**src/design/tpvc_pkg.sv**
```systemverilog
// tpvc_pkg: shared types, constants and the transparency rule function of the
// two-plane video compositor. No dependencies; every other file uses it.

package tpvc_pkg;

   localparam int RGB_W    = 24;
   localparam int COMP_W   = 8;
   localparam int FACTOR_W = 6;
   localparam int CTRL_W   = 4;
   localparam int IDX_W    = 4;
   localparam int PROD_W   = 14;   // 239 * 63 fits in 14 bits
   localparam int RECIP_W  = 11;
   localparam int NUM_COMP = 3;

   localparam logic [COMP_W-1:0]  BLACK_LEVEL = 8'd16;
   localparam logic [PROD_W-1:0]  ICF_DIV     = 14'd63;
   // floor(2^16 / 63); the quotient estimate is exact or one short
   localparam logic [RECIP_W-1:0] ICF_RECIP   = 11'd1040;

   typedef enum logic [2:0] {
      RULE_ALWAYS   = 3'd0,
      RULE_KEY      = 3'd1,
      RULE_INVIS    = 3'd2,
      RULE_MF0      = 3'd3,
      RULE_MF1      = 3'd4,
      RULE_MF0_KEY  = 3'd5,
      RULE_MF1_KEY  = 3'd6,
      RULE_RESERVED = 3'd7
   } rule_type;

   typedef enum logic [IDX_W-1:0] {
      IDX_TRANSP_A = 4'd0,
      IDX_TRANSP_B = 4'd1,
      IDX_KEY_A    = 4'd2,
      IDX_KEY_B    = 4'd3,
      IDX_MASK_A   = 4'd4,
      IDX_MASK_B   = 4'd5,
      IDX_MIX      = 4'd6,
      IDX_B_FRONT  = 4'd7
   } csr_idx_type;

   typedef struct packed {
      logic [CTRL_W-1:0] transp_ctrl_a;
      logic [CTRL_W-1:0] transp_ctrl_b;
      logic [RGB_W-1:0]  key_color_a;
      logic [RGB_W-1:0]  key_color_b;
      logic [RGB_W-1:0]  key_mask_a;
      logic [RGB_W-1:0]  key_mask_b;
      logic              mix_enable;
      logic              b_in_front;
   } cfg_type;

   localparam cfg_type CFG_RESET = '{
      transp_ctrl_a: 4'd8,
      transp_ctrl_b: 4'd8,
      key_color_a:   '0,
      key_color_b:   '0,
      key_mask_a:    '0,
      key_mask_b:    '0,
      mix_enable:    1'b0,
      b_in_front:    1'b0
   };

   // load enables of the three scaler stages
   typedef struct packed {
      logic s1;
      logic s2;
      logic s3;
   } pipe_en_type;

   function automatic logic plane_transparent(
      input logic [CTRL_W-1:0] ctrl,
      input logic [RGB_W-1:0]  rgb,
      input logic              vis,
      input logic [RGB_W-1:0]  key,
      input logic [RGB_W-1:0]  mask,
      input logic              mf0,
      input logic              mf1
   );
      logic match;
      logic cond;
      logic result;
      match = ((rgb | mask) == (key | mask));
      cond  = 1'b0;
      result = 1'b0;
      case (rule_type'(ctrl[2:0]))
         RULE_ALWAYS:   cond = 1'b1;
         RULE_KEY:      cond = match;
         RULE_INVIS:    cond = !vis;
         RULE_MF0:      cond = mf0;
         RULE_MF1:      cond = mf1;
         RULE_MF0_KEY:  cond = mf0 || match;
         RULE_MF1_KEY:  cond = mf1 || match;
         default:       cond = 1'b0;
      endcase
      if (rule_type'(ctrl[2:0]) == RULE_RESERVED) begin
         result = 1'b0;
      end else begin
         result = ctrl[3] ? !cond : cond;
      end
      return result;
   endfunction

endpackage

```
**src/design/tpvc_req_if.sv**
```systemverilog
// tpvc_req_if: input pixel channel of the compositor, valid/ready plus payload.
// Depends on tpvc_pkg for field widths.

interface tpvc_req_if;
   logic                               valid;
   logic                               ready;
   logic [tpvc_pkg::RGB_W-1:0]         pix_a_rgb;
   logic                               pix_a_visible;
   logic [tpvc_pkg::RGB_W-1:0]         pix_b_rgb;
   logic                               pix_b_visible;
   logic [tpvc_pkg::FACTOR_W-1:0]      factor_a;
   logic [tpvc_pkg::FACTOR_W-1:0]      factor_b;
   logic                               matte_flag_zero;
   logic                               matte_flag_one;
   logic [tpvc_pkg::RGB_W-1:0]         backdrop_rgb;

   modport source (
      output valid, pix_a_rgb, pix_a_visible, pix_b_rgb, pix_b_visible,
             factor_a, factor_b, matte_flag_zero, matte_flag_one, backdrop_rgb,
      input  ready
   );
   modport sink (
      input  valid, pix_a_rgb, pix_a_visible, pix_b_rgb, pix_b_visible,
             factor_a, factor_b, matte_flag_zero, matte_flag_one, backdrop_rgb,
      output ready
   );
endinterface

```
**src/design/tpvc_rsp_if.sv**
```systemverilog
// tpvc_rsp_if: composed pixel channel of the compositor, valid/ready plus payload.
// Depends on tpvc_pkg for field widths.

interface tpvc_rsp_if;
   logic                       valid;
   logic                       ready;
   logic [tpvc_pkg::RGB_W-1:0] screen_rgb;

   modport source (
      output valid, screen_rgb,
      input  ready
   );
   modport sink (
      input  valid, screen_rgb,
      output ready
   );
endinterface

```
**src/design/tpvc_csr_if.sv**
```systemverilog
// tpvc_csr_if: register write channel of the compositor, index and data.
// Depends on tpvc_pkg for field widths.

interface tpvc_csr_if;
   logic                       valid;
   logic                       ready;
   logic [tpvc_pkg::IDX_W-1:0] index;
   logic [tpvc_pkg::RGB_W-1:0] data;

   modport source (
      output valid, index, data,
      input  ready
   );
   modport sink (
      input  valid, index, data,
      output ready
   );
endinterface

```
**src/design/tpvc_csr.sv**
```systemverilog
// tpvc_csr: configuration registers of the compositor, written over the csr channel.
// Depends on tpvc_pkg and tpvc_csr_if.

module tpvc_csr (
   input  logic              clock,
   input  logic              reset,
   tpvc_csr_if.sink          csr_if,
   output tpvc_pkg::cfg_type cfg
);

   tpvc_pkg::cfg_type cfg_ff;
   tpvc_pkg::cfg_type cfg_in;

   assign csr_if.ready = 1'b1;
   assign cfg = cfg_ff;

   always_comb begin
      cfg_in = cfg_ff;
      if (csr_if.valid) begin
         case (tpvc_pkg::csr_idx_type'(csr_if.index))
            tpvc_pkg::IDX_TRANSP_A: cfg_in.transp_ctrl_a = csr_if.data[tpvc_pkg::CTRL_W-1:0];
            tpvc_pkg::IDX_TRANSP_B: cfg_in.transp_ctrl_b = csr_if.data[tpvc_pkg::CTRL_W-1:0];
            tpvc_pkg::IDX_KEY_A:    cfg_in.key_color_a   = csr_if.data;
            tpvc_pkg::IDX_KEY_B:    cfg_in.key_color_b   = csr_if.data;
            tpvc_pkg::IDX_MASK_A:   cfg_in.key_mask_a    = csr_if.data;
            tpvc_pkg::IDX_MASK_B:   cfg_in.key_mask_b    = csr_if.data;
            tpvc_pkg::IDX_MIX:      cfg_in.mix_enable    = csr_if.data[0];
            tpvc_pkg::IDX_B_FRONT:  cfg_in.b_in_front    = csr_if.data[0];
            default: begin
               // unknown index, write dropped
            end
         endcase
      end
   end

   always_ff @(posedge clock) begin
      if (reset) begin
         cfg_ff <= tpvc_pkg::CFG_RESET;
      end else begin
         cfg_ff <= cfg_in;
      end
   end

endmodule

```
**src/design/tpvc_scale.sv**
```systemverilog
// tpvc_scale: three-stage scaler for one colour component, 16 + trunc(f*(c-16)/63).
// Depends on tpvc_pkg; stage enables come from the pipeline control in the top level.

module tpvc_scale (
   input  logic                               clock,
   input  tpvc_pkg::pipe_en_type              en,
   input  logic [tpvc_pkg::COMP_W-1:0]        comp,
   input  logic [tpvc_pkg::FACTOR_W-1:0]      factor,
   output logic [tpvc_pkg::COMP_W-1:0]        scaled
);

   localparam int CW = tpvc_pkg::COMP_W;
   localparam int PW = tpvc_pkg::PROD_W;
   localparam int RW = tpvc_pkg::RECIP_W;

   // stage 1: magnitude times factor
   logic signed [CW:0] diff;
   logic               neg_in;
   logic [CW-1:0]      mag;
   logic [PW-1:0]      prod_in;
   logic [PW-1:0]      prod1_ff;
   logic               neg1_ff;

   // stage 2: quotient estimate through reciprocal
   logic [PW+RW-1:0]   recip_prod;
   logic [CW-1:0]      q0_in;
   logic [CW-1:0]      q0_ff;
   logic [PW-1:0]      prod2_ff;
   logic               neg2_ff;

   // stage 3: one-step correction and black level
   logic [PW-1:0]      q63;
   logic [PW-1:0]      rem;
   logic [CW-1:0]      q;
   logic [CW-1:0]      scaled_in;
   logic [CW-1:0]      scaled_ff;

   always_comb begin
      diff    = $signed({1'b0, comp}) - $signed({1'b0, tpvc_pkg::BLACK_LEVEL});
      neg_in  = diff[CW];
      mag     = neg_in ? CW'(-diff) : diff[CW-1:0];
      prod_in = PW'(mag) * PW'(factor);
   end

   always_comb begin
      recip_prod = (PW+RW)'(prod1_ff) * (PW+RW)'(tpvc_pkg::ICF_RECIP);
      q0_in      = recip_prod[16 +: CW];
   end

   always_comb begin
      q63 = {q0_ff, 6'b0} - PW'(q0_ff);
      rem = prod2_ff - q63;
      q   = (rem >= tpvc_pkg::ICF_DIV) ? q0_ff + CW'(1) : q0_ff;
      // truncation toward zero: the magnitude quotient carries the sign
      scaled_in = neg2_ff ? tpvc_pkg::BLACK_LEVEL - q : tpvc_pkg::BLACK_LEVEL + q;
   end

   always_ff @(posedge clock) begin
      if (en.s1) begin
         prod1_ff <= prod_in;
         neg1_ff  <= neg_in;
      end
      if (en.s2) begin
         q0_ff    <= q0_in;
         prod2_ff <= prod1_ff;
         neg2_ff  <= neg1_ff;
      end
      if (en.s3) begin
         scaled_ff <= scaled_in;
      end
   end

   assign scaled = scaled_ff;

endmodule

```
**src/design/two_plane_video_compositor_top.sv**
```systemverilog
// Composes one screen pixel per input word from two video planes and a backdrop.
// Channels: req_if carries the two plane pixels with visibility bits, the two
// contribution factors, the matte flags and the backdrop colour; rsp_if returns
// the composed 24-bit RGB pixel; csr_if writes the eight configuration registers
// (index 0..7, other indexes ignored) and is always ready.
// Pipeline: a word accepted on req_if passes through the three scaler stages
// and then the compose/output register before its result shows on rsp_if.
// Throughput: one word per cycle while the receiver does not stall; every stage
// is one register deep and the slowest path is the 14x11 reciprocal multiply in
// the scaler's second stage.
// Reset clears all stage valid bits and loads the register reset values
// (transparency controls 8, everything else 0).
// When the receiver stalls, the output register holds its word and each stage
// holds only while the one after it is full, so up to four words are buffered
// before req_if.ready drops; nothing is lost or repeated.
// Depends on tpvc_pkg, the three channel interfaces, tpvc_csr and tpvc_scale.

module two_plane_video_compositor_top (
   input  logic        clock,
   input  logic        reset,
   tpvc_req_if.sink    req_if,
   tpvc_rsp_if.source  rsp_if,
   tpvc_csr_if.sink    csr_if
);

   localparam int CW = tpvc_pkg::COMP_W;
   localparam int NC = tpvc_pkg::NUM_COMP;

   tpvc_pkg::cfg_type     cfg;
   tpvc_pkg::pipe_en_type en;
   logic                  en4;

   logic s1_valid_ff, s2_valid_ff, s3_valid_ff, s4_valid_ff;
   logic s1_valid_in, s2_valid_in, s3_valid_in, s4_valid_in;

   logic ta_in, tb_in;
   logic s1_ta_ff, s1_tb_ff, s2_ta_ff, s2_tb_ff, s3_ta_ff, s3_tb_ff;
   logic [tpvc_pkg::RGB_W-1:0] s1_back_ff, s2_back_ff, s3_back_ff;

   logic [tpvc_pkg::RGB_W-1:0] sa, sb;
   logic [tpvc_pkg::RGB_W-1:0] pix_in;
   logic [tpvc_pkg::RGB_W-1:0] pix_ff;

   tpvc_csr u_csr (
      .clock  (clock),
      .reset  (reset),
      .csr_if (csr_if),
      .cfg    (cfg)
   );

   // stall control, each stage loads when it is empty or the next one loads
   assign en4  = !s4_valid_ff || rsp_if.ready;
   assign en.s3 = !s3_valid_ff || en4;
   assign en.s2 = !s2_valid_ff || en.s3;
   assign en.s1 = !s1_valid_ff || en.s2;
   assign req_if.ready = en.s1;

   assign s1_valid_in = en.s1 ? req_if.valid : s1_valid_ff;
   assign s2_valid_in = en.s2 ? s1_valid_ff  : s2_valid_ff;
   assign s3_valid_in = en.s3 ? s2_valid_ff  : s3_valid_ff;
   assign s4_valid_in = en4   ? s3_valid_ff  : s4_valid_ff;

   always_ff @(posedge clock) begin
      if (reset) begin
         s1_valid_ff <= 1'b0;
         s2_valid_ff <= 1'b0;
         s3_valid_ff <= 1'b0;
         s4_valid_ff <= 1'b0;
      end else begin
         s1_valid_ff <= s1_valid_in;
         s2_valid_ff <= s2_valid_in;
         s3_valid_ff <= s3_valid_in;
         s4_valid_ff <= s4_valid_in;
      end
   end

   // key compare uses the unscaled plane pixel
   assign ta_in = tpvc_pkg::plane_transparent(cfg.transp_ctrl_a, req_if.pix_a_rgb,
                     req_if.pix_a_visible, cfg.key_color_a, cfg.key_mask_a,
                     req_if.matte_flag_zero, req_if.matte_flag_one);
   assign tb_in = tpvc_pkg::plane_transparent(cfg.transp_ctrl_b, req_if.pix_b_rgb,
                     req_if.pix_b_visible, cfg.key_color_b, cfg.key_mask_b,
                     req_if.matte_flag_zero, req_if.matte_flag_one);

   always_ff @(posedge clock) begin
      if (en.s1) begin
         s1_ta_ff   <= ta_in;
         s1_tb_ff   <= tb_in;
         s1_back_ff <= req_if.backdrop_rgb;
      end
      if (en.s2) begin
         s2_ta_ff   <= s1_ta_ff;
         s2_tb_ff   <= s1_tb_ff;
         s2_back_ff <= s1_back_ff;
      end
      if (en.s3) begin
         s3_ta_ff   <= s2_ta_ff;
         s3_tb_ff   <= s2_tb_ff;
         s3_back_ff <= s2_back_ff;
      end
   end

   for (genvar k = 0; k < NC; k++) begin : g_comp
      tpvc_scale u_scale_a (
         .clock  (clock),
         .en     (en),
         .comp   (req_if.pix_a_rgb[CW*k +: CW]),
         .factor (req_if.factor_a),
         .scaled (sa[CW*k +: CW])
      );
      tpvc_scale u_scale_b (
         .clock  (clock),
         .en     (en),
         .comp   (req_if.pix_b_rgb[CW*k +: CW]),
         .factor (req_if.factor_b),
         .scaled (sb[CW*k +: CW])
      );
   end

   // compose stage: overlay or mix, then the output register
   always_comb begin
      logic [tpvc_pkg::RGB_W-1:0] fp;
      logic [tpvc_pkg::RGB_W-1:0] bp;
      logic [tpvc_pkg::RGB_W-1:0] mixed;
      logic                       ft;
      logic                       bt;
      logic [CW:0]                sum;
      fp    = cfg.b_in_front ? sb : sa;
      bp    = cfg.b_in_front ? sa : sb;
      ft    = cfg.b_in_front ? s3_tb_ff : s3_ta_ff;
      bt    = cfg.b_in_front ? s3_ta_ff : s3_tb_ff;
      mixed = '0;
      sum   = '0;
      for (int k = 0; k < NC; k++) begin
         sum = {1'b0, fp[CW*k +: CW]} + {1'b0, bp[CW*k +: CW]};
         if (sum < {1'b0, tpvc_pkg::BLACK_LEVEL}) begin
            mixed[CW*k +: CW] = '0;
         end else if (sum[CW] && (sum[CW-1:0] >= tpvc_pkg::BLACK_LEVEL)) begin
            mixed[CW*k +: CW] = '1;
         end else begin
            mixed[CW*k +: CW] = CW'(sum - {1'b0, tpvc_pkg::BLACK_LEVEL});
         end
      end
      if (ft && bt) begin
         pix_in = s3_back_ff;
      end else if (ft) begin
         pix_in = bp;
      end else if (bt || !cfg.mix_enable) begin
         pix_in = fp;
      end else begin
         pix_in = mixed;
      end
   end

   always_ff @(posedge clock) begin
      if (en4) begin
         pix_ff <= pix_in;
      end
   end

   assign rsp_if.valid      = s4_valid_ff;
   assign rsp_if.screen_rgb = pix_ff;

`ifndef SYNTHESIS
   // a free receiver never backs up into the input
   a_no_stall_when_free: assert property (@(posedge clock) disable iff (reset)
      rsp_if.ready |-> req_if.ready)
      else $error("input stalled while output free");

   // a full third stage moves into the output register when it is enabled
   a_s3_to_out: assert property (@(posedge clock) disable iff (reset)
      (s3_valid_ff && en4) |=> s4_valid_ff)
      else $error("word lost between stage 3 and output");

   // both planes transparent shows the backdrop
   a_backdrop: assert property (@(posedge clock) disable iff (reset)
      (s3_valid_ff && en4 && s3_ta_ff && s3_tb_ff) |=>
         (rsp_if.screen_rgb == $past(s3_back_ff)))
      else $error("backdrop not shown for two transparent planes");

   // at most four words in flight
   a_occupancy: assert property (@(posedge clock) disable iff (reset)
      (s1_valid_ff && s2_valid_ff && s3_valid_ff && s4_valid_ff && !rsp_if.ready)
         |-> !req_if.ready)
      else $error("input accepted with full pipeline");
`endif

endmodule
```
**src/flat_wrapper.sv**
```systemverilog
// flat-port wrapper written by rule: the top's interface ports become plain ports
module two_plane_video_compositor_top_flat 
  (clock, reset, req_if_valid, req_if_pix_a_rgb, req_if_pix_a_visible, req_if_pix_b_rgb, req_if_pix_b_visible, req_if_factor_a, req_if_factor_b, req_if_matte_flag_zero, req_if_matte_flag_one, req_if_backdrop_rgb, req_if_ready, rsp_if_valid, rsp_if_screen_rgb, rsp_if_ready, csr_if_valid, csr_if_index, csr_if_data, csr_if_ready);
  tpvc_req_if req_if_i ();
  tpvc_rsp_if rsp_if_i ();
  tpvc_csr_if csr_if_i ();
  input  logic clock;
  input  logic reset;
  input wire logic [$bits(req_if_i.valid)-1:0] req_if_valid;
  input wire logic [$bits(req_if_i.pix_a_rgb)-1:0] req_if_pix_a_rgb;
  input wire logic [$bits(req_if_i.pix_a_visible)-1:0] req_if_pix_a_visible;
  input wire logic [$bits(req_if_i.pix_b_rgb)-1:0] req_if_pix_b_rgb;
  input wire logic [$bits(req_if_i.pix_b_visible)-1:0] req_if_pix_b_visible;
  input wire logic [$bits(req_if_i.factor_a)-1:0] req_if_factor_a;
  input wire logic [$bits(req_if_i.factor_b)-1:0] req_if_factor_b;
  input wire logic [$bits(req_if_i.matte_flag_zero)-1:0] req_if_matte_flag_zero;
  input wire logic [$bits(req_if_i.matte_flag_one)-1:0] req_if_matte_flag_one;
  input wire logic [$bits(req_if_i.backdrop_rgb)-1:0] req_if_backdrop_rgb;
  output wire logic [$bits(req_if_i.ready)-1:0] req_if_ready;
  output wire logic [$bits(rsp_if_i.valid)-1:0] rsp_if_valid;
  output wire logic [$bits(rsp_if_i.screen_rgb)-1:0] rsp_if_screen_rgb;
  input wire logic [$bits(rsp_if_i.ready)-1:0] rsp_if_ready;
  input wire logic [$bits(csr_if_i.valid)-1:0] csr_if_valid;
  input wire logic [$bits(csr_if_i.index)-1:0] csr_if_index;
  input wire logic [$bits(csr_if_i.data)-1:0] csr_if_data;
  output wire logic [$bits(csr_if_i.ready)-1:0] csr_if_ready;
  assign req_if_i.valid = req_if_valid;
  assign req_if_i.pix_a_rgb = req_if_pix_a_rgb;
  assign req_if_i.pix_a_visible = req_if_pix_a_visible;
  assign req_if_i.pix_b_rgb = req_if_pix_b_rgb;
  assign req_if_i.pix_b_visible = req_if_pix_b_visible;
  assign req_if_i.factor_a = req_if_factor_a;
  assign req_if_i.factor_b = req_if_factor_b;
  assign req_if_i.matte_flag_zero = req_if_matte_flag_zero;
  assign req_if_i.matte_flag_one = req_if_matte_flag_one;
  assign req_if_i.backdrop_rgb = req_if_backdrop_rgb;
  assign req_if_ready = req_if_i.ready;
  assign rsp_if_valid = rsp_if_i.valid;
  assign rsp_if_screen_rgb = rsp_if_i.screen_rgb;
  assign rsp_if_i.ready = rsp_if_ready;
  assign csr_if_i.valid = csr_if_valid;
  assign csr_if_i.index = csr_if_index;
  assign csr_if_i.data = csr_if_data;
  assign csr_if_ready = csr_if_i.ready;
  two_plane_video_compositor_top u_core (.clock(clock), .reset(reset), .req_if(req_if_i), .rsp_if(rsp_if_i), .csr_if(csr_if_i));
endmodule
```
**config.mk**
```make
export PLATFORM = sky130hd
export DESIGN_NAME = two_plane_video_compositor_top_flat
export DESIGN_NICKNAME = d
export VERILOG_FILES = /design/src/design/tpvc_pkg.sv /design/src/design/tpvc_req_if.sv /design/src/design/tpvc_rsp_if.sv /design/src/design/tpvc_csr_if.sv /design/src/design/tpvc_csr.sv /design/src/design/tpvc_scale.sv /design/src/design/two_plane_video_compositor_top.sv /design/src/flat_wrapper.sv
export SDC_FILE = /design/constraint.sdc
export NUM_CORES = 2
export LEC_CHECK = 0
export ABC_AREA = 1
export BUFFER_PORTS_ARGS = -buffer_cell sky130_fd_sc_hd__buf_2
export CORE_MARGIN = 2
export CORE_UTILIZATION = 60
export DETAILED_ROUTE_END_ITERATION = 8
export HOLD_SLACK_MARGIN = 0.06
export PLACE_DENSITY = 0.75
export SLEW_MARGIN = 15
export SYNTH_ARGS = -nofsm -noshare
export SYNTH_HDL_FRONTEND = slang
export SYNTH_SLANG_ARGS = --single-unit
```
**constraint.sdc**
```tcl
create_clock -name clock -period 10.3 [get_ports clock]
set_clock_uncertainty 0.2 [all_clocks]
set_input_delay 1.03 -clock clock [delete_from_list [all_inputs] [get_ports clock]]
set_output_delay 1.03 -clock clock [all_outputs]
set_load 0.01 [all_outputs]
```
Yosys cells after proc, flatten, opt, wreduce, memory -nomap -nowiden
Cells that the tools add are included.
{ "word_totals": {"regBits": 488, "latch_bits": 0, "mem_bits_rw": 0, "romBits": 0, "in_bits": 121, "output_inout_bits": 27, "word_cells": 225, "memories": 0} }
{ "op_classes": {"n_addsub": 48, "multipliers": 12, "div_mod_pow": 0, "n_lt_le_gt_ge": 12, "eq_ne": 23, "n_shift": 0, "mux": 35, "bitwise": 4, "reduce_logical": 33} }
{ "ops": {"columns": ["cell", "n"], "rows": [
  ["8-bit 2-to-1 mux", 24],
  ["14-bit by 7-bit multiplier with 20-bit output (second input constant)", 6],
  ["24-bit 2-to-1 mux", 5],
  ["24-bit bitwise OR", 4],
  ["14-bit by 6-bit greater-or-equal comparator with 1-bit output (second input constant)", 6],
  ["8-bit by 6-bit multiplier with 14-bit output", 6],
  ["14-bit subtractor", 6],
  ["14-bit by 8-bit subtractor with 14-bit output", 6],
  ["8-bit by 5-bit subtractor with 9-bit output (second input constant)", 6],
  ["5-bit by 8-bit adder with 8-bit output (first input constant)", 6],
  ["8-bit by 1-bit adder with 8-bit output (second input constant)", 6],
  ["24-bit equality test", 2],
  ["8-bit negator", 6],
  ["5-bit by 8-bit subtractor with 8-bit output (first input constant)", 6],
  ["8-bit by 8-bit adder with 9-bit output", 3],
  ["9-bit by 5-bit less-than comparator with 1-bit output (second input constant)", 3],
  ["3-bit equality test (second input constant)", 8],
  ["8-bit by 5-bit greater-or-equal comparator with 1-bit output (second input constant)", 3],
  ["8-bit by 5-bit subtractor with 8-bit output (second input constant)", 3],
  ["4-bit by 3-bit equality test with 1-bit output (second input constant)", 4],
  ["2-bit AND reduction", 8],
  ["1-bit case mux with 7 select lines", 2],
  ["3-bit by 2-bit equality test with 1-bit output (second input constant)", 4],
  ["1-bit logical NOT", 9],
  ["other kinds (8)", 25]
]} }

Depth between registers and ports, before layout
{ "depth": {"ltp_word": 9, "ltp_mapped": 29, "ltp_nobuf": 29} }

Cells and area by module
Synthesis repeated with hierarchy kept, for this count alone.
{ "unflattened": {"hier_cells": 5442, "area_unflattened_um2": 41808.8} }
{ "by_module_without_submodules": {"columns": ["module", "instances", "cells_each", "area_per_inst_um2", "seq_area_each_um2"], "rows": [
  ["tpvc_scale at u_core.g_comp[2].u_scale_a ...", 2, 621, 4982.3, 1381.3],
  ["two_plane_video_compositor_top", 1, 1074, 7601.0, 3143.0],
  ["tpvc_scale at u_core.g_comp[0].u_scale_b", 1, 633, 5042.3, 1381.3],
  ["tpvc_scale at u_core.g_comp[1].u_scale_a", 1, 621, 4998.5, 1381.3],
  ["tpvc_scale at u_core.g_comp[1].u_scale_b", 1, 631, 4997.3, 1381.3],
  ["tpvc_scale at u_core.g_comp[0].u_scale_a", 1, 602, 4949.7, 1381.3],
  ["tpvc_csr", 1, 639, 4255.3, 2122.0]
]} }

Least setup slack after synthesis
Ideal clock, no wire load.
{ "synth_path": {"path_type": "input to register", "startpoint": "in rsp_if_ready", "endpoint": "reg u_core.g_comp[0].u_scale_a.neg2_ff, enable pin", "setup_time_ns": 0.517, "arrival_ns": 6.606, "t_required_ns": 9.583, "path_slack_ns": 2.977, "cell_stages": 6, "path_buffers": 0, "path_cell_list": "nor2_1 -> inv_1 -> nor2_1 -> inv_1 -> nor2_1 -> inv_1"} }
{ "synth_rtl": {"columns": ["item", "line_no", "rtl"], "rows": [
  ["start, declared", "flat_wrapper.sv:22", "input wire logic [$bits(rsp_if_i.ready)-1:0] rsp_if_ready;"],
  ["end signal, assigned", "tpvc_scale.sv:66", "neg2_ff <= neg1_ff;"],
  ["end, declared", "tpvc_scale.sv:29", "logic neg2_ff;"]
]} }

Worst setup path after layout
{ "layout_path": {"startpoint": "in req_if_pix_a_rgb[4]", "endpoint": "reg u_core.g_comp[0].u_scale_a.prod1_ff[13] (data pin)"} }
{ "layout_between": {"word_cells_on_any_way": 4, "cone_classes": "add/sub (2); mul (1); mux (1)"} }
{ "layout_rtl": {"columns": ["item", "line_no", "rtl"], "rows": [
  ["start, declared", "flat_wrapper.sv:10", "input wire logic [$bits(req_if_i.pix_a_rgb)-1:0] req_if_pix_a_rgb;"],
  ["8-bit by 5-bit subtractor with 9-bit output", "tpvc_scale.sv:39", "diff = $signed({1'b0, comp}) - $signed({1'b0, tpvc_pkg::BLACK_LEVEL});"],
  ["net u_core.g_comp[0].u_scale_a.diff[8]", "tpvc_scale.sv:17", "logic signed [CW:0] diff;"],
  ["8-bit 2-to-1 mux", "tpvc_scale.sv:41", "mag = neg_in ? CW'(-diff) : diff[CW-1:0];"],
  ["8-bit by 6-bit multiplier with 14-bit output", "tpvc_scale.sv:42", "prod_in = PW'(mag) * PW'(factor);"],
  ["net u_core.g_comp[0].u_scale_a.prod_in[13]", "tpvc_scale.sv:20", "logic [PW-1:0] prod_in;"],
  ["end signal, assigned", "tpvc_scale.sv:60", "prod1_ff <= prod_in;"],
  ["end, declared", "tpvc_scale.sv:21", "logic [PW-1:0] prod1_ff;"]
]} }
The timed path passes the listed nets, and every way through them passes these cells.
A chain may end at the register's enable or synchronous reset.

==> flow_metrics.env <==
export IMPL_die_x_um=260
export IMPL_port_buffers=146
export IMPL_maxSlewViolCount=0
export IMPL_drc=0
export IMPL_crit_start="req_if_pix_a_rgb[4]"
export IMPL_crit_path_max_fanout=6
export IMPL_p_int_uw=7580
export IMPL_die_h_um=260
export IMPL_synth_edf_count=378
export IMPL_slew_headroom_pct=27.0
export IMPL_grt_pass1_vias=29500
export IMPL_hold_class="register to register"
export IMPL_antenna_found_initial=2
export IMPL_yosysUniqueCellTypes=56
export IMPL_drt_first_pass_iters=6
export IMPL_io_pins=148
export IMPL_max_cap_violations=0
export IMPL_post_cts_buffers=0
export IMPL_nFillCells=5370
export IMPL_cts_repair_resized=0
export IMPL_cts_buffers=53
export IMPL_gp_congestion=0.905
export IMPL_grt_pass1_wl_um=143000
export IMPL_r2r_end="u_core.rsp_if.screen_rgb[22]"
export IMPL_rows=93
export IMPL_clock_latency_ps=630
export IMPL_synth_area_um2=39400
export IMPL_ys_warnings_count=0
export IMPL_grt_max_degree=106
export IMPL_clk_path_buf_depth=3
export IMPL_htree_levels=2
export IMPL_layout_nets=5656
export IMPL_reg2reg_from="u_core.u_csr.cfg[0]"
export IMPL_area_growth_synth_to_final_pct=8.49
export IMPL_dieArea_um2=67800
export IMPL_setup_worst_path_end="u_core.g_comp[0].u_scale_a.prod1_ff[13]"
export IMPL_power_frac_comb_pct=63.8
export IMPL_hold_buffers=0
export IMPL_core_area_um2=64700
export IMPL_num_vias=30700
export IMPL_period_share_pct=58.0
export IMPL_synthFlopType="edfxtp_1"
export IMPL_yosys_register_bits=488
export IMPL_cp_end_kind="register"
export IMPL_switching_share_pct=48.2
export IMPL_leakage_uw=0.0220
export IMPL_stdcell_count=5836
export IMPL_hold_slack_ps=216
export IMPL_critPathKind="input pin to register"
export IMPL_start_util_pct=61.0
export IMPL_wl_um=86400
export IMPL_synth_top_cell_by_area="edfxtp_1"
export IMPL_irDropWorstVdd_mv=0.180
export IMPL_rsz0062_at_grt="false"
export IMPL_synthCells=4804
export IMPL_avgViaCountPerCell=5.26
export IMPL_fmax_mhz=167
export IMPL_ys_async_sr_fraction_pct=0
export IMPL_ys_top_cells_by_area="edfxtp_1, ha_1, inv_1"
export IMPL_pwr_share_seq_pct=22.8
export IMPL_start_kind="input pin"
export IMPL_cts_root_buf="clkbuf_16"
export IMPL_post_drt_wl_per_cell_um=14.8
export IMPL_synth_nets=5522
export IMPL_r2r_slack_ps=5810
export IMPL_power_density_nw_per_um2=342
export IMPL_synth_top_area_share_pct=28.8
export IMPL_hold_viol=0
export IMPL_setup_violations=0
export IMPL_crit_required_ps=10480
export IMPL_track_usage_pct=25.9
export IMPL_status="complete, no violations"
export IMPL_cts_tree="yes"
export IMPL_hpwl_um=67900
export IMPL_critPathArrivalTime_ps=6160
export IMPL_tightest_slew_ps=1090
export IMPL_p_clk_share_pct=13.3
export IMPL_reg2reg_depth=16
export IMPL_drt_initial_drc_count=2449
export IMPL_clock_sinks=488
export IMPL_avgSynthCellArea_um2=8.21
export IMPL_antenna_left=0
export IMPL_power_total_uw=14600
export IMPL_dp_cells=5738
export IMPL_cts_clk_slew_worst_paths_ps=60
export IMPL_drive_gt1_share_pct=7.87
export IMPL_grt_remaining_overflow=0
export IMPL_synth_seq_area_share_pct=34.4
export IMPL_p_switching_uw=7050
export IMPL_synthTopCellsByCount="inv_1, nand2_1, nor2_1"
export IMPL_period_minus_slack_ps=5980
export IMPL_finalSetupTns_ps=0
export IMPL_yosysMostFrequentCell="inv_1"
-- power by group through the flow --
| stage | Sequential, uW | Clock [uW] | Combinational (uW) |
|---|---|---|---|
| 4_1_cts | 3340 | 1980 | 9320 |
| 5_1_grt | 3410 | 2050 | 10800 |
| 6_report | 3340 | 1950 | 9340 |
| 3_5_place_dp | 3380 | 0 | 9240 |
| 2_1_floorplan | 3230 | 0 | 7440 |
| 3_3_place_gp | 3360 | 0 | 8980 |
-- state kept, by name (all words and copies together), names as in the netlist, 42 cells and up --
signal and flops:
u_core.g_comp.u_scale_a.prod1_ff 42, u_core.g_comp.u_scale_a.prod2_ff 42, u_core.g_comp.u_scale_b.prod1_ff 42, u_core.g_comp.u_scale_b.prod2_ff 42, u_core.u_csr.cfg 106
-- cells in the final DEF (no fill, tap or decap), types with 28 or more instances in the layout --
| cell type | count |
|---|---|
| xor2_1 | 164 |
| fa_1 | 165 |
| ha_1 | 432 |
| nand3_1 | 177 |
| a21oi_1 | 219 |
| buf_2 | 146 |
| xnor2_1 | 59 |
| nand2_2 | 28 |
| or2_2 | 38 |
| nor3_1 | 34 |
| clkbuf_16 | 54 |
| o21ai_0 | 249 |
| dfxtp_1 | 109 |
| nor2_1 | 585 |
| nand2_1 | 893 |
| inv_1 | 898 |
| edfxtp_1 | 378 |
| nand4_1 | 67 |
-- through the flow --
stage	setup WS [ps]	cell area, um2	util (%)
after floorplan	2980	39400	-
after global placement	3830	41000	63.4
after detailed placement	3730	41000	63.4
after CTS	4400	42800	66.1
after global routing	3960	42800	66.1
final	4320	42800	66.1
-- layer usage --
metal  wire length, um  part of all wire, %  track usage [%]  vias to the layer above
met1             39400                   46             35.5                    14100
li1                  -                    -                -                    15600
met5                28                0.032                0                        -
met3              5040                  5.8             3.20                      141
met2             39300                   46             43.1                      792
met4              2590                  3.0             8.11                        4
-- cells by family after synthesis --
family | count (synthesis) | share of synthesized area [%]
AND/OR/NAND/NOR | 1904 | 20.8
XOR/XNOR | 223 | 4.95
other | 1 | 0.00951
AO/OA/AOI/OAI | 582 | 8.13
flip-flops | 488 | 34.4
adder cells (fa/ha/maj) | 597 | 22.1
buffers and inverters | 1009 | 9.71
-- worst min path at each step --
stage / startpoint / endpoint / slack (ps) / cells past startpoint
4_1_cts: u_core.s1_back_ff[16] / u_core.s2_back_ff[16] / 220 / 0
6_report: u_core.s2_back_ff[21] / u_core.s3_back_ff[21] / 220 / 0
3_5_place_dp: u_core.s1_back_ff[16] / u_core.s2_back_ff[16] / 200 / 0
3_3_place_gp: u_core.s2_back_ff[1] / u_core.s3_back_ff[1] / 200 / 0
2_1_floorplan: u_core.g_comp[0].u_scale_a.neg1_ff / u_core.g_comp[0].u_scale_a.neg2_ff / 200 / 0
5_1_grt: u_core.s2_back_ff[21] / u_core.s3_back_ff[21] / 220 / 0
-- layout make-up --
class                   instances  area, um2  area share, %
diodes                          1       2.50        0.00585
clock buffers                  68       1400           3.28
clock inverters                29        365          0.854
inverters                     930       3510           8.20
multi-input cells            3307      22100           51.6
flip-flops and latches        488      13600           31.7
well taps                     855       1070           2.50
repair buffers                158        821           1.92
-- critical path, stage by stage --
cell	delay [ps]
buf_2	150
inv_1	110
ha_1	170
nand2_1	80
nor2_1	220
inv_1	130
nor2_1	130
xor2_1	420
nor2_1	120
fa_1	520
fa_1	550
inv_1	60
fa_1	520
inv_1	40
ha_1	340
a21oi_1	220
a21oi_1	110
o21ai_0	150
nand2_1	80
nand2_1	70
inv_1	50
or2_2	260
a21oi_1	210
inv_1	70
a21oi_1	130
nor2_1	50
nor2_1	110
xnor2_1	70
Note: power is estimated with default switching activity, not from simulation.
